File: src/sv/lsmpks_ram.sv
`timescale 1ns / 1ps

module lsmpks_ram #(
    parameter int WIDTH = 32,
    parameter int DEPTH = 64
) (
    input  logic                     clk,
    input  logic                     we,
    input  logic [$clog2(DEPTH)-1:0] waddr,
    input  logic [WIDTH-1:0]         wdata,
    input  logic [$clog2(DEPTH)-1:0] raddr,
    output logic [WIDTH-1:0]         rdata
);

    logic [WIDTH-1:0] mem [DEPTH];

    // One write port, registered read port
    always_ff @(posedge clk)
    begin
        if (we)
        begin
            mem[waddr] <= wdata;
        end
        rdata <= mem[raddr];
    end

endmodule

File: config.mk
export PLATFORM = sky130hd
export DESIGN_NAME = lsmpks_ram
export DESIGN_NICKNAME = d
export VERILOG_FILES = /design/src/sv/lsmpks_ram.sv
export SDC_FILE = /design/constraint.sdc
export NUM_CORES = 2
export LEC_CHECK = 0
export ABC_CLOCK_PERIOD_IN_PS = 3600
export BUFFER_PORTS_ARGS = -buffer_cell sky130_fd_sc_hd__clkbuf_2
export CORE_ASPECT_RATIO = 0.7
export CORE_UTILIZATION = 50
export CTS_BUF_LIST = sky130_fd_sc_hd__clkbuf_2 sky130_fd_sc_hd__clkbuf_4 sky130_fd_sc_hd__clkbuf_8
export DETAILED_ROUTE_END_ITERATION = 16
export PLACE_DENSITY_LB_ADDON = 0.12
export SYNTH_ARGS = -nofsm -noshare
export SYNTH_HDL_FRONTEND = slang
export SYNTH_SLANG_ARGS = --single-unit
File: constraint.sdc
create_clock -name clk -period 3.6 [get_ports clk]
set_clock_uncertainty 0.15 [all_clocks]
set_input_delay 0.18 -clock clk [delete_from_list [all_inputs] [get_ports clk]]
set_output_delay 0.18 -clock clk [all_outputs]
set_load 0.02 [all_outputs]
==> flow_summary.yaml <==
cells_and_area:
  nets: 3853
  final_area_um2: 90050
  syn2layout_area_growth_pct: 14.69
  drive_gt1_share_pct: 34.44
place:
  portBuffers: 77
  placed_area_um2: 83500
  pre_cts_slack_ns: -0.1898
  place_congestion: 0.7957
  hpwl_um: 112000
global_route:
  grt.overflow.total: 0
  grt_pass1_wl_um: 286900
  grt_usage_pct: 25.93
  grt_antenna_before_repair: 16
  grt_max_degree: 65
  grt_pass1_vias: 39040
clock_network:
  worstSkewPairLatency_ns: 1.02
  clk_pin_slew_ns: 0.06
  clockRootBuffer: "clkbuf_8"
  post_cts_buffers: 0
  cts_max_level: 5
  cts_hold_buf: 40
  clockBufferDepth: 4
  cts_tree: "done"
  cts_inserted_buffers: 323
  postCtsResizedCells: 0
  cts.sinks: 2080
timing:
  hold_viol: 0
  finalSetupTns_ns: 0
  slew-limit-headroom_pct: 11.79
  post-route-period-util_pct: 87.17
  whs_ns: 0.07357
  worst-slew-pin-transition_ns: 1.323
  layout_setup_ws_ns: 0.4618
  rsz0062_at_grt: "false"
  fmax_ghz: 0.3187
  setup_violations: 0
  post-route-min-period_ns: 3.138
  maxSlewViolCount: 0
setup_path:
  cp_num_buf_inv: 4
  end_kind: "flip-flop"
  critical-path-top-delay-family: "buffers and inverters"
  critical_path.max_stage_delay_ns: 0.91
  critical_path.max_fanout: 60
  worstSetupPathType: "in -> reg"
  crit_path_frequent_cell: "buf_4"
  critPathLaunchType: "input pin"
  cp_data_arrival_time_ns: 3.83
  required_ns: 4.29
  cp_slowest_cell: "o22ai_1"
  crit_chain: "dlygate4sd3_1 > buf_8 > buf_4 > buf_4 > mux4_2 > o22ai_1 > nor2_1"
synth:
  yosysUniqueCellTypes: 34
  yosys-top-cells-count: "edfxtp_1, mux4_2, nor2_1"
  synth_xor_xnor_area_share_pct: 0
  synthFlopType: "edfxtp_1"
  synthTopCellsByArea: "edfxtp_1, mux4_2, mux2i_1, dfxtp_1, o22ai_1"
  synthDominantCellAreaShare_pct: 78.33
  synth_edf_count: 2048
  postSynthCellCount: 3324
  ys_ff_latch: 2080
  synth_compound_area_share_pct: 1.673
  synth_top_family_by_area: "multiplexers"
  synth_area_um2: 78520
  synthAdderAreaFrac_pct: 0
  yosys_warnings: 0
  yosysMostFrequentCell: "edfxtp_1"
  async_flop_share_pct: 0
  ys_seq_area_share_pct: 79.14
  avgSynthCellArea_um2: 23.62
  synth_fp_nets: 3370
  synthMuxAreaShare_pct: 16.79
  synth_top_area_cell: "edfxtp_1"
  yosys.area_share.simple_pct: 1.265
die:
  core-area_um2: 155600
  ioPinCount: 78
  die_w_um: 475.6
  start_util_pct: 50.45
  die_h_um: 333.5
  rows: 121
  dieArea_um2: 158600
status:
  status: "completed"
pwr:
  vdd_drop_max_mv: 0.4392
  power_leakage_nw: 28.40
  power_density_nw_per_um2: 539.1
run:
  drv_cap: 0
route:
  vias: 37970
  post_drt_wl_per_cell_um: 32.89
  routed_via_density: 6.191
  initialDrtViolationCount: 4327
  ant_nets: 0
  dr.pass1.iters: 5
  drc: 0
  wirelength_um: 201700
hold_path:
  hold_path.class: "in -> reg"
-- metal layers --
layer | vias up | routed length, µm | GRT usage (%) | part of all wire [%]
met5 | - | 42 | 0 | 0.021
met4 | 6 | 4152 | 6.796 | 2.1
met3 | 334 | 17650 | 5.239 | 8.7
met2 | 1828 | 94650 | 39.66 | 47
met1 | 20530 | 85230 | 38.44 | 42
li1 | 15270 | - | - | -
-- sequential cells by signal (all words and copies together) (netlist names) --
| name | cells |
|---|---|
| mem | 2048 |
| rdata | 32 |
-- final timing paths --
path	startpoint	end	cells past startpoint	slack [ns]
max	raddr[2]	rdata[24]	7	0.46
min	wdata[12]	mem[46][12]	2	0.07
min reg2reg	mem[29][20]	rdata[20]	4	0.59
max reg2reg	mem[34][14]	rdata[14]	5	0.82
-- cells in the final DEF, fill, tap and decap left out, types with 4 or more instances in the layout --
cell type	Yosys	layout
bufinv_16	0	6
clkbuf_8	0	339
mux2i_1	93	93
nor2_1	137	75
and3_1	4	4
nand3b_1	5	5
nor3_1	7	5
edfxtp_1	2048	2048
o32ai_1	4	4
a311oi_1	8	8
buf_4	25	161
dfxtp_1	32	32
nand2_1	26	26
clkinv_1	0	76
dlygate4sd3_1	0	43
mux4_2	544	544
a41o_1	4	4
clkinv_2	0	29
buf_12	0	59
clkbuf_2	0	72
a22oi_1	12	12
clkbuf_4	0	100
a21oi_1	62	62
nor2_4	0	62
o22ai_1	84	84
clkinvlp_4	0	7
nand3_1	5	5
nand2b_1	8	7
o221ai_1	27	27
nor2b_1	15	15
-- area by class of cell --
type	instances	area, µm²
Sequential cell	2080	62140
Tap cell	2091	2616
Clock inverter	118	663.1
Clock buffer	439	5416
Antenna cell	3	7.507
Fill cell	11240	65580
Multi-Input combinational cell	1062	15970
Timing Repair Buffer	340	3242
-- where the power goes --
part           internal [mW]  switching, mW
logic                   1.01           1.61
clock network           10.1           8.87
registers               26.8          0.112
-- stage by stage --
stage	utilization, %	power, mW	cells
detailed placement	53.65	30.03	5528
CTS	57.81	48.96	6125
global route	57.86	50.10	6132
global placement	53.65	29.96	5528
finish	57.86	48.55	6133
floorplan	-	28.74	3324
-- kinds of logic (layout without fill, tap and decap cells) --
family / after synthesis / count (layout)
compound gates: 202 / 202
other cells: 0 / 3
buf+inv: 182 / 897
simple gates: 223 / 223
flops: 2080 / 2080
mux: 637 / 637
-- worst reg2reg max path, cell delays in order, from the launching register on --
cell and delay (ns):
edfxtp_1 0.36, mux4_2 0.48, mux4_2 0.52, o22ai_1 0.48, nor2_1 0.10, dlygate4sd3_1 0.57
Power figures use the tool's default switching activity.
