<file path="src/sv/lsmpks_pkg.sv">
`timescale 1ns / 1ps

package lsmpks_pkg;

    // Store geometry
    localparam int MEM_CAP    = 64;
    localparam int RUN_LIMIT  = 4;
    localparam int BASE_CAP   = 4096;
    localparam int VALUE_BITS = 32;
    localparam int SLOTS      = RUN_LIMIT - 1;

    // Field widths
    localparam int KEY_W  = 31;
    localparam int CMD_W  = 3;
    localparam int STAT_W = 2;
    localparam int THR_W  = 7;

    // Derived widths
    localparam int FILL_W    = $clog2(MEM_CAP + 1);
    localparam int MIDX_W    = $clog2(MEM_CAP);
    localparam int SLOT_W    = $clog2(RUN_LIMIT);
    localparam int RUN_DEPTH = RUN_LIMIT * MEM_CAP;
    localparam int RUN_AW    = $clog2(RUN_DEPTH);
    localparam int BFILL_W   = $clog2(BASE_CAP + 1);
    localparam int BASE_AW   = $clog2(BASE_CAP);
    localparam int SIDX_W    = BFILL_W;
    localparam int RUN_W     = KEY_W + VALUE_BITS + 1;
    localparam int BASE_W    = KEY_W + VALUE_BITS;

    // Run RAM slot that holds the memtable
    localparam logic [SLOT_W-1:0] MEM_SLOT = SLOT_W'(SLOTS);

    // Command codes
    localparam logic [CMD_W-1:0] CMD_INSERT = 3'd0;
    localparam logic [CMD_W-1:0] CMD_UPDATE = 3'd1;
    localparam logic [CMD_W-1:0] CMD_DELETE = 3'd2;
    localparam logic [CMD_W-1:0] CMD_LOOKUP = 3'd3;
    localparam logic [CMD_W-1:0] CMD_FLUSH  = 3'd4;

    // Status codes
    localparam logic [STAT_W-1:0] STAT_OK        = 2'd0;
    localparam logic [STAT_W-1:0] STAT_DUP       = 2'd1;
    localparam logic [STAT_W-1:0] STAT_NOT_FOUND = 2'd2;
    localparam logic [STAT_W-1:0] STAT_FULL      = 2'd3;

    // Register map
    localparam int PADDR_W = 3;
    localparam logic CFG_THRESHOLD = 1'b0;
    localparam logic [THR_W-1:0] THR_RESET = 7'd64;

    // RAM request bundles
    typedef struct packed {
        logic              we;
        logic [RUN_AW-1:0] waddr;
        logic [RUN_W-1:0]  wdata;
        logic [RUN_AW-1:0] raddr;
    } run_req_t;

    typedef struct packed {
        logic               we;
        logic [BASE_AW-1:0] waddr;
        logic [BASE_W-1:0]  wdata;
        logic [BASE_AW-1:0] raddr;
    } base_req_t;

    // Run RAM address of entry idx in slot
    function automatic logic [RUN_AW-1:0] run_addr(input logic [SLOT_W-1:0] slot,
                                                   input logic [MIDX_W-1:0] idx);
        run_addr = RUN_AW'(slot) * RUN_AW'(MEM_CAP) + RUN_AW'(idx);
    endfunction

endpackage

</file>
<file path="src/sv/lsmpks_core.sv">
`timescale 1ns / 1ps

module lsmpks_core (
    input  logic                                clk,
    input  logic                                rst_n,
    input  logic                                start,
    input  logic [lsmpks_pkg::CMD_W-1:0]        command,
    input  logic [lsmpks_pkg::KEY_W-1:0]        key,
    input  logic [31:0]                         payload,
    input  logic [lsmpks_pkg::THR_W-1:0]        thr,
    output logic                                busy,
    output logic                                done,
    output logic [lsmpks_pkg::STAT_W-1:0]       status,
    output logic                                found,
    output logic [31:0]                         value_out,
    output logic [6:0]                          mem_count,
    output logic [2:0]                          run_count,
    output lsmpks_pkg::run_req_t                run_req,
    input  logic [lsmpks_pkg::RUN_W-1:0]        run_rdata,
    output lsmpks_pkg::base_req_t               base_req,
    input  logic [lsmpks_pkg::BASE_W-1:0]       base_rdata
);

    localparam int KW = lsmpks_pkg::KEY_W;
    localparam int VW = lsmpks_pkg::VALUE_BITS;
    localparam int FW = lsmpks_pkg::FILL_W;
    localparam int SW = lsmpks_pkg::SLOT_W;
    localparam int IW = lsmpks_pkg::SIDX_W;
    localparam int BW = lsmpks_pkg::BFILL_W;
    localparam int MW = lsmpks_pkg::MIDX_W;
    localparam int AW = lsmpks_pkg::BASE_AW;

    typedef enum logic [4:0] {
        S_IDLE, S_SRD, S_SCMP, S_ACT, S_PUT, S_SHRD, S_SHWR, S_PUTW, S_PUTCHK,
        S_FLUSH, S_CPRD, S_CPWR, S_CMNEXT, S_CMRD, S_CMLAT, S_BAPPLY, S_BWR, S_DONE
    } state_t;

    typedef enum logic [1:0] {
        PH_RES_MEM, PH_RES_SMALL, PH_RES_BASE, PH_APPLY
    } phase_t;

    state_t state_reg;
    phase_t phase_reg;

    logic [lsmpks_pkg::CMD_W-1:0]  cmd_reg;
    logic [KW-1:0]                 key_reg;
    logic [VW-1:0]                 pay_reg;
    logic [FW-1:0]                 mem_fill_reg;
    logic [FW-1:0]                 sfill_reg [lsmpks_pkg::SLOTS];
    logic [SW-1:0]                 srh_reg;
    logic [BW-1:0]                 base_fill_reg;
    logic [BW-1:0]                 live_reg;
    logic                          had_reg;
    logic [VW-1:0]                 cur_reg;
    logic [lsmpks_pkg::STAT_W-1:0] stat_reg;
    logic [FW-1:0]                 mem_i_reg;
    logic                          mem_hit_reg;
    logic                          s_tgt_reg;
    logic [SW-1:0]                 s_slot_reg;
    logic [IW-1:0]                 s_lo_reg;
    logic [IW-1:0]                 s_hi_reg;
    logic [IW-1:0]                 s_mid_reg;
    logic                          s_hit_reg;
    logic [VW-1:0]                 s_val_reg;
    logic                          s_dead_reg;
    logic [KW-1:0]                 s_key_reg;
    logic [SW-1:0]                 rs_reg;
    logic [VW-1:0]                 put_val_reg;
    logic                          put_dead_reg;
    logic                          sh_tgt_reg;
    logic                          sh_up_reg;
    logic [SW-1:0]                 sh_slot_reg;
    logic [IW-1:0]                 sh_idx_reg;
    logic [IW-1:0]                 sh_lim_reg;
    logic                          fl_pre_reg;
    logic [FW-1:0]                 ci_reg;
    logic [SW-1:0]                 cs_reg;
    logic [KW-1:0]                 ap_key_reg;
    logic [VW-1:0]                 ap_val_reg;
    logic                          ap_dead_reg;
    logic                          done_reg;
    logic [lsmpks_pkg::STAT_W-1:0] status_reg;
    logic                          found_reg;
    logic [31:0]                   value_reg;
    logic [6:0]                    mcount_reg;
    logic [2:0]                    rcount_reg;

    // Read data fields
    logic [KW-1:0] r_key;
    logic [VW-1:0] r_val;
    logic          r_dead;
    logic [KW-1:0] b_key;
    logic [VW-1:0] b_val;
    logic [KW-1:0] cmp_key;

    assign r_key   = run_rdata[KW-1:0];
    assign r_val   = run_rdata[KW +: VW];
    assign r_dead  = run_rdata[lsmpks_pkg::RUN_W-1];
    assign b_key   = base_rdata[KW-1:0];
    assign b_val   = base_rdata[KW +: VW];
    assign cmp_key = s_tgt_reg ? b_key : r_key;

    // Binary search midpoint
    logic [IW:0]   mid_sum;
    logic [IW-1:0] mid;
    assign mid_sum = {1'b0, s_lo_reg} + {1'b0, s_hi_reg};
    assign mid     = mid_sum[IW:1];

    // Effective flush threshold, clamped to 1..MEM_CAP
    logic [FW-1:0] thr_eff;
    always_comb
    begin
        if (thr == '0)
        begin
            thr_eff = FW'(1);
        end
        else if (int'(thr) > lsmpks_pkg::MEM_CAP)
        begin
            thr_eff = FW'(lsmpks_pkg::MEM_CAP);
        end
        else
        begin
            thr_eff = FW'(thr);
        end
    end

    // Runs held: small runs plus a non-empty base
    logic [SW:0] runs_now;
    assign runs_now = {1'b0, srh_reg} + {{SW{1'b0}}, (base_fill_reg != '0)};

    // Action decode after resolve
    logic                          act_put;
    logic [VW-1:0]                 act_val;
    logic                          act_dead;
    logic [lsmpks_pkg::STAT_W-1:0] act_stat;
    logic                          act_inc;
    logic                          act_dec;
    always_comb
    begin
        act_put  = 1'b0;
        act_val  = pay_reg;
        act_dead = 1'b0;
        act_stat = lsmpks_pkg::STAT_OK;
        act_inc  = 1'b0;
        act_dec  = 1'b0;
        case (cmd_reg)
            lsmpks_pkg::CMD_INSERT:
            begin
                if (had_reg)
                begin
                    act_stat = lsmpks_pkg::STAT_DUP;
                end
                else if (int'(live_reg) >= lsmpks_pkg::BASE_CAP)
                begin
                    act_stat = lsmpks_pkg::STAT_FULL;
                end
                else
                begin
                    act_put = 1'b1;
                    act_inc = 1'b1;
                end
            end
            lsmpks_pkg::CMD_UPDATE:
            begin
                if (!had_reg)
                begin
                    act_stat = lsmpks_pkg::STAT_NOT_FOUND;
                end
                else
                begin
                    act_put = 1'b1;
                end
            end
            lsmpks_pkg::CMD_DELETE:
            begin
                if (!had_reg)
                begin
                    act_stat = lsmpks_pkg::STAT_NOT_FOUND;
                end
                else
                begin
                    act_put  = 1'b1;
                    act_val  = '0;
                    act_dead = 1'b1;
                    act_dec  = (live_reg != '0);
                end
            end
            lsmpks_pkg::CMD_LOOKUP:
            begin
                if (!had_reg)
                begin
                    act_stat = lsmpks_pkg::STAT_NOT_FOUND;
                end
            end
            default:
            begin
                act_stat = lsmpks_pkg::STAT_OK;
            end
        endcase
    end

    // Where a flush returns to
    state_t ret_state;
    assign ret_state = fl_pre_reg ? S_PUT : S_DONE;

    // Shift destination
    logic [IW-1:0] sh_dest;
    assign sh_dest = sh_up_reg ? sh_idx_reg + IW'(1) : sh_idx_reg - IW'(1);

    // RAM port control
    always_comb
    begin
        run_req  = '0;
        base_req = '0;
        case (state_reg)
            S_SRD:
            begin
                run_req.raddr  = lsmpks_pkg::run_addr(s_slot_reg, mid[MW-1:0]);
                base_req.raddr = mid[AW-1:0];
            end
            S_SHRD:
            begin
                run_req.raddr  = lsmpks_pkg::run_addr(sh_slot_reg, sh_idx_reg[MW-1:0]);
                base_req.raddr = sh_idx_reg[AW-1:0];
            end
            S_SHWR:
            begin
                if (sh_tgt_reg)
                begin
                    base_req.we    = 1'b1;
                    base_req.waddr = sh_dest[AW-1:0];
                    base_req.wdata = base_rdata;
                end
                else
                begin
                    run_req.we    = 1'b1;
                    run_req.waddr = lsmpks_pkg::run_addr(sh_slot_reg, sh_dest[MW-1:0]);
                    run_req.wdata = run_rdata;
                end
            end
            S_PUTW:
            begin
                run_req.we    = 1'b1;
                run_req.waddr = lsmpks_pkg::run_addr(lsmpks_pkg::MEM_SLOT, mem_i_reg[MW-1:0]);
                run_req.wdata = {put_dead_reg, put_val_reg, key_reg};
            end
            S_CPRD:
            begin
                run_req.raddr = lsmpks_pkg::run_addr(lsmpks_pkg::MEM_SLOT, ci_reg[MW-1:0]);
            end
            S_CPWR:
            begin
                run_req.we    = 1'b1;
                run_req.waddr = lsmpks_pkg::run_addr(srh_reg, ci_reg[MW-1:0]);
                run_req.wdata = run_rdata;
            end
            S_CMRD:
            begin
                run_req.raddr = lsmpks_pkg::run_addr(cs_reg, ci_reg[MW-1:0]);
            end
            S_BAPPLY:
            begin
                if (!ap_dead_reg && s_hit_reg)
                begin
                    base_req.we    = 1'b1;
                    base_req.waddr = s_lo_reg[AW-1:0];
                    base_req.wdata = {ap_val_reg, ap_key_reg};
                end
            end
            S_BWR:
            begin
                base_req.we    = 1'b1;
                base_req.waddr = s_lo_reg[AW-1:0];
                base_req.wdata = {ap_val_reg, ap_key_reg};
            end
            default:
            begin
                run_req = '0;
            end
        endcase
    end

    // Sequencer
    always_ff @(posedge clk or negedge rst_n)
    begin
        if (!rst_n)
        begin
            state_reg     <= S_IDLE;
            phase_reg     <= PH_RES_MEM;
            cmd_reg       <= '0;
            key_reg       <= '0;
            pay_reg       <= '0;
            mem_fill_reg  <= '0;
            for (int s = 0; s < lsmpks_pkg::SLOTS; s++)
            begin
                sfill_reg[s] <= '0;
            end
            srh_reg       <= '0;
            base_fill_reg <= '0;
            live_reg      <= '0;
            had_reg       <= 1'b0;
            cur_reg       <= '0;
            stat_reg      <= lsmpks_pkg::STAT_OK;
            mem_i_reg     <= '0;
            mem_hit_reg   <= 1'b0;
            s_tgt_reg     <= 1'b0;
            s_slot_reg    <= '0;
            s_lo_reg      <= '0;
            s_hi_reg      <= '0;
            s_mid_reg     <= '0;
            s_hit_reg     <= 1'b0;
            s_val_reg     <= '0;
            s_dead_reg    <= 1'b0;
            s_key_reg     <= '0;
            rs_reg        <= '0;
            put_val_reg   <= '0;
            put_dead_reg  <= 1'b0;
            sh_tgt_reg    <= 1'b0;
            sh_up_reg     <= 1'b0;
            sh_slot_reg   <= '0;
            sh_idx_reg    <= '0;
            sh_lim_reg    <= '0;
            fl_pre_reg    <= 1'b0;
            ci_reg        <= '0;
            cs_reg        <= '0;
            ap_key_reg    <= '0;
            ap_val_reg    <= '0;
            ap_dead_reg   <= 1'b0;
            done_reg      <= 1'b0;
            status_reg    <= lsmpks_pkg::STAT_OK;
            found_reg     <= 1'b0;
            value_reg     <= '0;
            mcount_reg    <= '0;
            rcount_reg    <= '0;
        end
        else
        begin
            done_reg <= 1'b0;
            case (state_reg)
                S_IDLE:
                begin
                    if (start)
                    begin
                        cmd_reg   <= command;
                        key_reg   <= key;
                        pay_reg   <= payload;
                        had_reg   <= 1'b0;
                        cur_reg   <= '0;
                        s_key_reg <= key;
                        if (command <= lsmpks_pkg::CMD_LOOKUP)
                        begin
                            // Newest first: memtable
                            s_tgt_reg  <= 1'b0;
                            s_slot_reg <= lsmpks_pkg::MEM_SLOT;
                            s_lo_reg   <= '0;
                            s_hi_reg   <= IW'(mem_fill_reg);
                            s_hit_reg  <= 1'b0;
                            phase_reg  <= PH_RES_MEM;
                            state_reg  <= S_SRD;
                        end
                        else
                        begin
                            state_reg <= S_ACT;
                        end
                    end
                end

                S_SRD:
                begin
                    if (s_lo_reg < s_hi_reg)
                    begin
                        s_mid_reg <= mid;
                        state_reg <= S_SCMP;
                    end
                    else
                    begin
                        case (phase_reg)
                            PH_RES_MEM, PH_RES_SMALL:
                            begin
                                if (phase_reg == PH_RES_MEM)
                                begin
                                    mem_i_reg   <= FW'(s_lo_reg);
                                    mem_hit_reg <= s_hit_reg;
                                end
                                if (s_hit_reg)
                                begin
                                    had_reg   <= !s_dead_reg;
                                    cur_reg   <= s_val_reg;
                                    state_reg <= S_ACT;
                                end
                                else if ((phase_reg == PH_RES_MEM && srh_reg != '0) ||
                                         (phase_reg == PH_RES_SMALL && rs_reg != '0))
                                begin
                                    // Next older small run
                                    if (phase_reg == PH_RES_MEM)
                                    begin
                                        rs_reg     <= srh_reg - SW'(1);
                                        s_slot_reg <= srh_reg - SW'(1);
                                        s_hi_reg   <= IW'(sfill_reg[srh_reg - SW'(1)]);
                                    end
                                    else
                                    begin
                                        rs_reg     <= rs_reg - SW'(1);
                                        s_slot_reg <= rs_reg - SW'(1);
                                        s_hi_reg   <= IW'(sfill_reg[rs_reg - SW'(1)]);
                                    end
                                    s_tgt_reg <= 1'b0;
                                    s_lo_reg  <= '0;
                                    s_hit_reg <= 1'b0;
                                    phase_reg <= PH_RES_SMALL;
                                    state_reg <= S_SRD;
                                end
                                else
                                begin
                                    // Oldest: base run
                                    s_tgt_reg <= 1'b1;
                                    s_lo_reg  <= '0;
                                    s_hi_reg  <= base_fill_reg;
                                    s_hit_reg <= 1'b0;
                                    phase_reg <= PH_RES_BASE;
                                    state_reg <= S_SRD;
                                end
                            end
                            PH_RES_BASE:
                            begin
                                had_reg   <= s_hit_reg;
                                cur_reg   <= s_val_reg;
                                state_reg <= S_ACT;
                            end
                            default:
                            begin
                                state_reg <= S_BAPPLY;
                            end
                        endcase
                    end
                end

                S_SCMP:
                begin
                    if (cmp_key < s_key_reg)
                    begin
                        s_lo_reg <= s_mid_reg + IW'(1);
                    end
                    else
                    begin
                        s_hi_reg <= s_mid_reg;
                    end
                    if (cmp_key == s_key_reg)
                    begin
                        s_hit_reg  <= 1'b1;
                        s_val_reg  <= s_tgt_reg ? b_val : r_val;
                        s_dead_reg <= s_tgt_reg ? 1'b0 : r_dead;
                    end
                    state_reg <= S_SRD;
                end

                S_ACT:
                begin
                    stat_reg  <= act_stat;
                    state_reg <= S_DONE;
                    if (act_inc)
                    begin
                        live_reg <= live_reg + BW'(1);
                    end
                    if (act_dec)
                    begin
                        live_reg <= live_reg - BW'(1);
                    end
                    if (cmd_reg == lsmpks_pkg::CMD_FLUSH)
                    begin
                        fl_pre_reg <= 1'b0;
                        state_reg  <= S_FLUSH;
                    end
                    else if (act_put)
                    begin
                        put_val_reg  <= act_val;
                        put_dead_reg <= act_dead;
                        if (!mem_hit_reg && int'(mem_fill_reg) >= lsmpks_pkg::MEM_CAP)
                        begin
                            fl_pre_reg <= 1'b1;
                            state_reg  <= S_FLUSH;
                        end
                        else
                        begin
                            state_reg <= S_PUT;
                        end
                    end
                end

                S_PUT:
                begin
                    if (!mem_hit_reg && mem_i_reg < mem_fill_reg)
                    begin
                        // Open a hole at the insert point
                        sh_tgt_reg  <= 1'b0;
                        sh_up_reg   <= 1'b1;
                        sh_slot_reg <= lsmpks_pkg::MEM_SLOT;
                        sh_idx_reg  <= IW'(mem_fill_reg) - IW'(1);
                        sh_lim_reg  <= IW'(mem_i_reg);
                        state_reg   <= S_SHRD;
                    end
                    else
                    begin
                        state_reg <= S_PUTW;
                    end
                end

                S_SHRD:
                begin
                    state_reg <= S_SHWR;
                end

                S_SHWR:
                begin
                    if (sh_idx_reg == sh_lim_reg)
                    begin
                        if (!sh_tgt_reg)
                        begin
                            state_reg <= S_PUTW;
                        end
                        else if (sh_up_reg)
                        begin
                            state_reg <= S_BWR;
                        end
                        else
                        begin
                            state_reg <= S_CMNEXT;
                        end
                    end
                    else
                    begin
                        sh_idx_reg <= sh_up_reg ? sh_idx_reg - IW'(1) : sh_idx_reg + IW'(1);
                        state_reg  <= S_SHRD;
                    end
                end

                S_PUTW:
                begin
                    if (!mem_hit_reg)
                    begin
                        mem_fill_reg <= mem_fill_reg + FW'(1);
                    end
                    state_reg <= S_PUTCHK;
                end

                S_PUTCHK:
                begin
                    if (mem_fill_reg >= thr_eff)
                    begin
                        fl_pre_reg <= 1'b0;
                        state_reg  <= S_FLUSH;
                    end
                    else
                    begin
                        state_reg <= S_DONE;
                    end
                end

                S_FLUSH:
                begin
                    ci_reg <= '0;
                    cs_reg <= '0;
                    if (mem_fill_reg == '0)
                    begin
                        mem_i_reg   <= '0;
                        mem_hit_reg <= 1'b0;
                        state_reg   <= ret_state;
                    end
                    else if (int'(runs_now) + 1 >= lsmpks_pkg::RUN_LIMIT ||
                             int'(srh_reg) >= lsmpks_pkg::SLOTS)
                    begin
                        state_reg <= S_CMNEXT;
                    end
                    else
                    begin
                        state_reg <= S_CPRD;
                    end
                end

                S_CPRD:
                begin
                    state_reg <= S_CPWR;
                end

                S_CPWR:
                begin
                    if (ci_reg == mem_fill_reg - FW'(1))
                    begin
                        sfill_reg[srh_reg] <= mem_fill_reg;
                        srh_reg            <= srh_reg + SW'(1);
                        mem_fill_reg       <= '0;
                        mem_i_reg          <= '0;
                        mem_hit_reg        <= 1'b0;
                        state_reg          <= ret_state;
                    end
                    else
                    begin
                        ci_reg    <= ci_reg + FW'(1);
                        state_reg <= S_CPRD;
                    end
                end

                S_CMNEXT:
                begin
                    if (cs_reg == lsmpks_pkg::MEM_SLOT)
                    begin
                        if (ci_reg < mem_fill_reg)
                        begin
                            state_reg <= S_CMRD;
                        end
                        else
                        begin
                            for (int s = 0; s < lsmpks_pkg::SLOTS; s++)
                            begin
                                sfill_reg[s] <= '0;
                            end
                            srh_reg      <= '0;
                            mem_fill_reg <= '0;
                            mem_i_reg    <= '0;
                            mem_hit_reg  <= 1'b0;
                            state_reg    <= ret_state;
                        end
                    end
                    else if (cs_reg < srh_reg)
                    begin
                        if (ci_reg < sfill_reg[cs_reg])
                        begin
                            state_reg <= S_CMRD;
                        end
                        else
                        begin
                            cs_reg <= cs_reg + SW'(1);
                            ci_reg <= '0;
                        end
                    end
                    else
                    begin
                        cs_reg <= lsmpks_pkg::MEM_SLOT;
                        ci_reg <= '0;
                    end
                end

                S_CMRD:
                begin
                    state_reg <= S_CMLAT;
                end

                S_CMLAT:
                begin
                    ap_key_reg  <= r_key;
                    ap_val_reg  <= r_val;
                    ap_dead_reg <= r_dead;
                    ci_reg      <= ci_reg + FW'(1);
                    s_tgt_reg   <= 1'b1;
                    s_lo_reg    <= '0;
                    s_hi_reg    <= base_fill_reg;
                    s_hit_reg   <= 1'b0;
                    s_key_reg   <= r_key;
                    phase_reg   <= PH_APPLY;
                    state_reg   <= S_SRD;
                end

                S_BAPPLY:
                begin
                    state_reg <= S_CMNEXT;
                    if (ap_dead_reg)
                    begin
                        // Tombstone removes the base entry and closes the gap
                        if (s_hit_reg)
                        begin
                            base_fill_reg <= base_fill_reg - BW'(1);
                            if (s_lo_reg + IW'(1) < base_fill_reg)
                            begin
                                sh_tgt_reg <= 1'b1;
                                sh_up_reg  <= 1'b0;
                                sh_idx_reg <= s_lo_reg + IW'(1);
                                sh_lim_reg <= base_fill_reg - BW'(1);
                                state_reg  <= S_SHRD;
                            end
                        end
                    end
                    else if (!s_hit_reg && int'(base_fill_reg) < lsmpks_pkg::BASE_CAP)
                    begin
                        if (s_lo_reg < base_fill_reg)
                        begin
                            sh_tgt_reg <= 1'b1;
                            sh_up_reg  <= 1'b1;
                            sh_idx_reg <= base_fill_reg - BW'(1);
                            sh_lim_reg <= s_lo_reg;
                            state_reg  <= S_SHRD;
                        end
                        else
                        begin
                            state_reg <= S_BWR;
                        end
                    end
                end

                S_BWR:
                begin
                    base_fill_reg <= base_fill_reg + BW'(1);
                    state_reg     <= S_CMNEXT;
                end

                S_DONE:
                begin
                    done_reg   <= 1'b1;
                    status_reg <= stat_reg;
                    found_reg  <= had_reg;
                    value_reg  <= had_reg ? 32'(cur_reg) : 32'd0;
                    mcount_reg <= 7'(mem_fill_reg);
                    rcount_reg <= 3'(runs_now);
                    state_reg  <= S_IDLE;
                end

                default:
                begin
                    state_reg <= S_IDLE;
                end
            endcase
        end
    end

    assign busy      = (state_reg != S_IDLE);
    assign done      = done_reg;
    assign status    = status_reg;
    assign found     = found_reg;
    assign value_out = value_reg;
    assign mem_count = mcount_reg;
    assign run_count = rcount_reg;

endmodule

</file>
<file path="config.mk">
export PLATFORM = sky130hd
export DESIGN_NAME = lsmpks_core
export DESIGN_NICKNAME = d
export VERILOG_FILES = /design/src/sv/lsmpks_pkg.sv /design/src/sv/lsmpks_core.sv
export SDC_FILE = /design/constraint.sdc
export NUM_CORES = 1
export LEC_CHECK = 0
export BUFFER_PORTS_ARGS = -buffer_cell sky130_fd_sc_hd__buf_2
export CORE_MARGIN = 3
export CORE_UTILIZATION = 38
export CTS_CLUSTER_DIAMETER = 30
export CTS_CLUSTER_SIZE = 8
export DETAILED_ROUTE_END_ITERATION = 8
export SYNTH_ARGS = -nofsm -noshare
export SYNTH_HDL_FRONTEND = slang
export SYNTH_SLANG_ARGS = --single-unit
</file>
<file path="constraint.sdc">
create_clock -name clk -period 5.6 [get_ports clk]
set_clock_uncertainty 0.2 [all_clocks]
set_input_delay 1.12 -clock clk [delete_from_list [all_inputs] [get_ports clk]]
set_output_delay 1.12 -clock clk [all_outputs]
set_load 0.01 [all_outputs]
</file>
==> metrics list, run 1 <==
* Warnings, synthesis: 0
* Instance area after placement: slightly above 0.03 mm²
* Half-perimeter wire length after detailed placement: 68800 µm
- DIE WIDTH: roughly 270 µm
* Max stage delay cell, worst path: a2111oi_0
* Unrepaired setup endpoints after global routing: no
- Minimum period implied by the final worst setup slack: around 5.3 ns
- The area growth from synthesis to layout is 27.9%.
- Largest net degree at the start of global routing: approximately 120
- At the placement stage, the worst setup path has a slack of 1.08 ns.
- The final number of hold-violating endpoints is 0.
- The min-delay analysis places its worst path in the category in2async.
- In this design, the stage delay of the slowest critical-path cell is between 0.7 and 0.8 ns.
* Net count after synthesis: approximately 3500
- Insertion delay of the later-clocked pin in the worst-skew pair: approximately 0.7 ns
- Count of flip-flops with a built-in enable after synthesis: 0
- Data arrives at the worst endpoint at approximately 4 ns.
- Buffer count from post-CTS setup fixing: 0
* Worst-case hold slack: ~0.25 ns
- Routability-driven placement finished with a final weighted congestion of 0.929.
* Aggregate global-route resource usage: 0.258
- In this run the standard cell core region covers slightly above 0.07 mm².
* Hold-fix buffers at CTS: 0
- After the first detailed-routing iteration, the DRC count stood at around 2000.
- In the routed layout, each cell is associated on average with a via count of 5.55.
- The floorplan has slightly below 100 rows.
- Synth Area per Inst: about 8.7 µm²
- Dividing total power by cell area gives a power density of 565 mW/mm².
- Initial Utilization: 0.388
- Of the cells placed in the final design, the portion with a size suffix greater than 1 is 0.222.
- Routed Wire Length: a little under 100000 µm
- Counting tap cells, the placed design contains a total of 4339 instances.
* # setup viols final: 0
- After detailed routing, the average wire length per cell comes to between 20 and 25 µm.
- The first detailed-routing pass took 7 iterations.
- Wire length of the first global-routing pass: about 150000 µm
- For the worst setup path, the data required time is roughly 4.3 ns.
- For this run, design rule violations remaining after detail routing come to 0.
* FF-to-FF setup slack: 1.01 ns
- In this run the critical register-to-register path is launched from s_lo_reg[1]$_DFFE_PN0P_.
- For this run, the register share of the synthesized area comes to 0.421.
* Kind of start point of the critical path: flop
- Share of flip-flops with an asynchronous set or reset: 1.00
* Cell area after synthesis: roughly 0.027 mm²
- Maximum Capacitance Violations: 0
- Portion of the clock cycle consumed by the worst path in the final layout: 0.941
- Filler cell count: ~6700
- Number of nets at the end of the flow: a little under 4000
* Worst Setup Slack, final: roughly 0.33 ns
- After routing the design area is between 0.03 and 0.04 mm².
- Number of instances in the synthesized netlist: approximately 3100
- Clock buffers created by TritonCTS: approximately 130
* Clock Pin Slew Worst Setup and Hold Paths: around 0.04 ns
- Nature of the critical path endpoint: output port
* Antenna-violating nets left: 0
* Die Height: between 200 and 300 µm
- Derived from the worst setup path, the maximum achievable clock frequency is about 190 MHz.
- The finished layout holds ~4600 standard cells, fillers aside.
- The number of global-route vias before repair was ~25000.
- The initial antenna violation count was 18.
* Biggest fanout along the worst timing path: 13
- Flip-flop and latch count after synthesis: ~460
- For the final routed database, the setup TNS stands at 0 ns.
* I/O Buffers: roughly 420
- Clock tree synthesis selected as its root buffer the cell clkbuf_16.
- For this design the static power due to leakage is 17.1 nW.
- Result of the run: complete, no violations
* Path type of the worst setup path: reg2out
- During I/O placement, the number of pins put on the boundary was 419.
- Across the VDD grid, the largest voltage drop is around 0.37 mV.
- For this run the aggregate overflow at the end of global routing stands at 0.
- Actual transition at the worst max-transition pin: around 1.2 ns
* Clock tree from TritonCTS: done
- The worst register-to-register path has a depth of 15.
* Reg-to-Reg End: sh_idx_reg[2]$_DFFE_PN0P_
- Relative slew slack: 0.228
* Max-slew violations: 0
- Post-CTS sizing: 0
- The clock tree synthesis step divided the H-tree into 4 levels.
- The clock passes through at most 3 buffers.
- Number of different library cells in the post-synthesis netlist: just under 90
- In the synthesized netlist the dominant register cell turns out to be dfrtp_1.
- Summing over every cut layer, the via total after detailed routing is roughly 25000.
- The floorplan step defined a die boundary enclosing between 0.07 and 0.08 mm².
* Sink count of the clock tree: roughly 460
- The signal on the critical path passes through ha_1, nand3b_1, a2111oi_0, nor2_1, xnor2_1, o21ai_0, a21o_1, buf_2.
==> placed cells by master, fill, tap and decap left out, types with 16 or more instances in the layout <==
master and count:
ha_1 134, and3_1 19, clkbuf_1 17, nand4_1 23, clkbuf_8 26, buf_2 417, a32o_1 19, a31oi_1 30
nor3_1 35, a21o_1 17, xnor2_1 75, clkbuf_16 131, clkinv_2 21, buf_4 44, or3_1 17, xor2_1 24
mux2i_1 94, dfrtp_1 461, o21ai_0 293, nand3_1 40, nand2b_1 20, nand2_1 800, a21oi_1 84, inv_1 105
a22o_1 140, nor2_1 139, a211oi_1 17, nor4_1 16, mux2_2 74
==> worst max-delay path, delay by kind of cell, from the launching register on <==
family | cells | cell delay [ns]
AOI/OAI and AO/OA | 3 | 1.25
DFF | 1 | 0.69
xor gates and xnor gates | 1 | 0.55
adders and majority gates | 1 | 0.34
and+or+nand+nor | 2 | 0.29
buffers and inverters | 1 | 0.13
==> area by class of cell <==
cell class,instances,area [µm²],area share
clock inverter,66,941,0.0268
antenna,8,20.0,0.000570
multi-input combinational,2360,14800,0.420
sequential,462,11600,0.329
timing repair buffer,469,2570,0.0732
clock buffer,174,3700,0.105
inverter,108,405,0.0115
tap,940,1180,0.0335
==> cells by family (layout without fill, tap and decap cells) <==
| logic type | count (synthesis) | in the layout | synth area share |
|---|---|---|---|
| other cells | 0 | 8 | 0 |
| fa+ha+maj | 136 | 136 | 0.0625 |
| buf+inv | 320 | 817 | 0.0449 |
| simple gates | 1183 | 1183 | 0.183 |
| flops | 462 | 462 | 0.421 |
| xor+xnor | 103 | 103 | 0.0349 |
| compound gates | 770 | 770 | 0.190 |
| mux | 168 | 168 | 0.0646 |
==> worst max path at each step <==
stage                                 start            to  slack (ns)
global route        s_lo_reg[1]$_DFFE_PN0P_  base_req[10]        0.06
CTS                 s_lo_reg[1]$_DFFE_PN0P_  base_req[10]        0.33
global placement    s_lo_reg[1]$_DFFE_PN0P_  base_req[10]        1.11
finish              s_lo_reg[1]$_DFFE_PN0P_    run_req[4]        0.33
detailed placement  s_lo_reg[1]$_DFFE_PN0P_  base_req[10]        1.08
floorplan           s_lo_reg[0]$_DFFE_PN0P_  base_req[11]        1.74
==> per-layer routing <==
metal / share of wire / vias up / GRT usage
li1: - / 11884 / -
met1: 0.43 / 12348 / 0.337
met2: 0.46 / 1010 / 0.411
met3: 0.078 / 210 / 0.0657
met4: 0.033 / 16 / 0.103
met5: 0.0011 / - / 0
==> per-stage QoR <==
step | util | power (mW)
after detailed placement | 0.430 | 12.1
final | 0.496 | 19.9
after global routing | 0.496 | 21.0
after global placement | 0.430 | 12.1
after floorplan | - | 9.77
after CTS | 0.496 | 19.9
==> power by group <==
part | internal [mW] | switching [mW] | leakage, nW
clock | 5.23 | 2.41 | 2.23
combinational | 2.62 | 4.06 | 8.94
sequential | 4.41 | 1.15 | 5.96
==> synthesized netlist by cell type, drive strengths merged, types with 18 or more instances <==
library cell | count | area (µm²)
a22o | 140 | 1230
nand2 | 803 | 3010
inv | 106 | 398
xor2 | 24 | 210
nand4 | 23 | 144
nand3 | 42 | 210
xnor2 | 75 | 657
nand2b | 20 | 125
dfrtp | 462 | 11600
buf | 50 | 219
mux2 | 74 | 833
a31oi | 31 | 200
nor2 | 141 | 529
clkbuf | 162 | 608
nor3 | 38 | 200
ha | 134 | 1680
and3 | 23 | 146
a21o | 18 | 136
a32o | 19 | 190
o21ai | 297 | 1490
mux2i | 94 | 941
a21oi | 86 | 438
Note: power is estimated with default switching activity, not from simulation.
==> inputs of run 2 (changes only) <==
- CORE_ASPECT_RATIO: default -> 0.7
==> run 2 against run 1 <==
Non-clock buffer count is 2 higher; worst setup slack improved by 0.17 ns; worst hold slack improved by 0.0038 ns; global-route usage is 2.4 points higher; cell area is 2.2% lower; critical path type unchanged; critical endpoint is now base_req[10]; largest cell class unchanged; highest routed layer unchanged.
==> metrics list, run 2 (synthesis gave the netlist of run 1 again) <==
- Result of the run: complete, no violations (unchanged)
- Residual DRC: 0 (unchanged)
- Kind of start point of the critical path: flop (unchanged)
- The length in cells of the worst reg-to-reg path is 10 (was 15).
- P_sw: 7.53 mW (was 7.62 mW)
- Arrival time reported for the critical path endpoint: 3.77 ns (was 3.95 ns)
* Maximum resistive drop on vdd: 0.356 mV (was 0.372 mV)
* Highest cell delay on the worst timing path: 0.82 ns (was 0.76 ns)
- Worst R2R Start: phase_reg[1]$_DFFE_PN0P_ (was s_lo_reg[1]$_DFFE_PN0P_)
- Clock tree from TritonCTS: done (unchanged)
- The final number of hold-violating endpoints was 0 (unchanged).
* Leftover overflow at the end of global routing: 0 (unchanged)
* Portion of the clock cycle consumed by the worst path in the final layout: 0.909 (was 0.941)
* Maximum operating frequency: 196 MHz (was 190 MHz)
- Post-CTS sizing: 0 (unchanged)
- Cell internal pwr: 11.6 mW (was 12.3 mW)
- Max-slew violations: 0 (unchanged)
* Number of vias after detailed routing: 25794 (was 25468)
* Clock root buffer: clkbuf_16 (unchanged)
* Max stage delay cell, worst path: a2111oi_0 (unchanged)
- Most frequent cells in the layout: 800 x nand2_1, 461 x dfrtp_1, 417 x buf_2, 293 x o21ai_0, 140 x a22o_1 (unchanged).
- Reg-to-Reg End: s_hi_reg[1]$_DFFE_PN0P_ (was sh_idx_reg[2]$_DFFE_PN0P_)
- The total leakage power came to 16.8 nW (was 17.1 nW).
* Filler cell count: 6954 (was 6742)
- Path type of the worst setup path: reg2out (unchanged)
- Number of buffers between clock root and the deepest sink: 3 (unchanged)
* Multi-input gate area: 0.0148 mm² (about the same)
* Relative slew slack: 0.0911 (was 0.228)
- The count of nets after finishing was 3846 (was 3871).
- The residual antenna-violating net count after detailed routing came to 0 (unchanged).
* Actual transition at the worst max-transition pin: 1.35 ns (was 1.16 ns)
- Wire length of the first global-routing pass: 161000 µm (was 151000 µm)
- The number of primary I/O pins came to 419 (unchanged).
- Final instance area: 0.0344 mm² (was 0.0351 mm²)
- Switch share: 0.394 (was 0.383)
- Layout-stage area growth over the synthesis result: 25.1% (was 27.9%)
- I/O Buffers: 418 (unchanged)
* Ratio of cells with drive above 1 in the final layout: 0.213 (was 0.222)
* Pre-antenna DRT Iters: 7 (unchanged)
* # H-tree levels: 3 (was 4)
- Number of vias per cell after detailed routing: 5.66 (was 5.55)
* FF-to-FF setup slack: 1.14 ns (was 1.01 ns)
* Initial Utilization: 0.388 (about the same)
- Buffer count from post-CTS setup fixing: 0 (unchanged)
* Vias in the first global route: 24363 (was 25061)
- Combinational share of power: 0.360 (was 0.336)
- The capturing element type of the critical path is an output port (unchanged).
- P per Cell Area: 557 mW/mm² (was 565 mW/mm²)
- The height of the chip came to 231 µm (was 275 µm).
- Number of antenna violations at the first check in global routing: 19 (was 18)
* Minimum period implied by the final worst setup slack: 5.09 ns (was 5.27 ns)
* Post-DR wirelength/cell: 24.0 µm (was 21.5 µm)
- Area of the die: 0.0756 mm² (about the same)
* Aggregate global-route resource usage: 0.282 (was 0.258)
- The maximum number of pins on one net before global-route repair was 89 (was 122).
* Instance area after placement: 0.0305 mm² (about the same)
* Summed negative setup slack over all endpoints: 0 ns (unchanged)
* Maximum Capacitance Violations: 0 (unchanged)
* Global placer's final weighted congestion: 0.991 (was 0.929)
- The most common cell after layout, fill and taps aside was nand2_1 (unchanged).
* DIE WIDTH: 327 µm (was 275 µm)
- Cell breakdown of the critical path: buf_4, ha_1, nand3b_1, a2111oi_0, a21o_1, a21oi_1, o31ai_1, xnor2_1, o21ai_0, buf_2 (was ha_1, nand3b_1, a2111oi_0, nor2_1, xnor2_1, o21ai_0, a21o_1, buf_2).
- The row count came to 81 (was 97).
- The share of power burned in registers is 0.295 (was 0.280).
* Routed Wire Length: 110000 µm (was 98600 µm)
* # setup viols final: 0 (unchanged)
- The final HPWL from detailed placement is 81700 µm (was 68800 µm).
* Clock buffers created by TritonCTS: 104 (was 131)
* Core Box Area: 0.0707 mm² (was 0.0709 mm²)
* Hold-fix buffers at CTS: 0 (unchanged)
* Sequential standard cell area: 0.0116 mm² (unchanged)
- Number of DRC markers in iteration 0: 2652 (was 2020)
- The number of sinks driven by the clock tree is 462 (unchanged).
- Unrepaired setup endpoints after global routing: no (unchanged).
- Required arrival time at the worst endpoint: 4.28 ns (about the same)
* Insertion delay of the later-clocked pin in the worst-skew pair: 0.66 ns (was 0.71 ns)
- The type of the most critical hold path is in2async (unchanged).
- The largest fanout on the critical path is 12 (was 13).
- The clock network fraction of total power is 0.345 (was 0.385).
* Clock Pin Slew Worst Setup and Hold Paths: 0.04 ns (about the same)
run 2: worst max path at each step:
stage,startpoint,to,slack [ns],cells after the start
2_1_floorplan,s_lo_reg[0]$_DFFE_PN0P_,base_req[11],1.74,10
3_3_place_gp,run_rdata[22],s_hi_reg[2]$_DFFE_PN0P_,1.09,11
3_5_place_dp,run_rdata[22],s_lo_reg[1]$_DFFE_PN0P_,1.04,11
4_1_cts,s_lo_reg[1]$_DFFE_PN0P_,base_req[10],0.51,10
5_1_grt,s_lo_reg[1]$_DFFE_PN0P_,base_req[10],0.25,10
6_report,s_lo_reg[1]$_DFFE_PN0P_,base_req[10],0.51,10
run 2: per-stage QoR:
step | hold WS, ns | total power, mW | setup slack, ns | std cells | utilization
2_1_floorplan | 0.239 | 9.77 | 1.74 | 3142 | -
3_3_place_gp | 0.257 | 12.3 | 1.09 | 4355 | 0.431
3_5_place_dp | 0.263 | 12.4 | 1.04 | 4355 | 0.431
4_1_cts | 0.267 | 19.1 | 0.513 | 4547 | 0.485
5_1_grt | 0.287 | 20.2 | 0.248 | 4555 | 0.486
6_report | 0.256 | 19.1 | 0.507 | 4560 | 0.486
run 2: routing by layer:
| layer | GRT usage | vias to the layer above | routed length [µm] | part of all wire |
|---|---|---|---|---|
| li1 | - | 11834 | - | - |
| met1 | 0.420 | 12546 | 50600 | 0.46 |
| met2 | 0.383 | 1211 | 44200 | 0.40 |
| met3 | 0.0916 | 201 | 11800 | 0.11 |
| met4 | 0.0840 | 2 | 3050 | 0.028 |
| met5 | 0 | - | 13 | 0.00012 |
run 2: final cells by class:
type	instances	share of cell area
Tap cell	954	0.0347
Timing Repair Buffer	471	0.0753
Clock buffer	138	0.0859
Inverter	108	0.0118
Sequential cell	462	0.336
Clock inverter	54	0.0256
Multi-Input combinational cell	2360	0.429
Antenna cell	13	0.000947
run 2: critical path: cells and delay by family, from the launching register on:
kind	cells	cell delay (ns)
xor gates and xnor gates	1	0.19
AOI/OAI and AO/OA	5	1.67
DFF	1	0.37
adders and majority gates	1	0.31
and+or+nand+nor	1	0.18
buffers and inverters	2	0.39
run 2: power by group through the flow:
| stage | clock (mW) | sequential (mW) | combinational (mW) |
|---|---|---|---|
| 2_1_floorplan | 0 | 4.97 | 4.80 |
| 3_3_place_gp | 0 | 5.62 | 6.69 |
| 3_5_place_dp | 0 | 5.63 | 6.73 |
| 5_1_grt | 6.87 | 5.76 | 7.58 |
| 4_1_cts | 6.68 | 5.60 | 6.78 |
| 6_report | 6.59 | 5.65 | 6.88 |
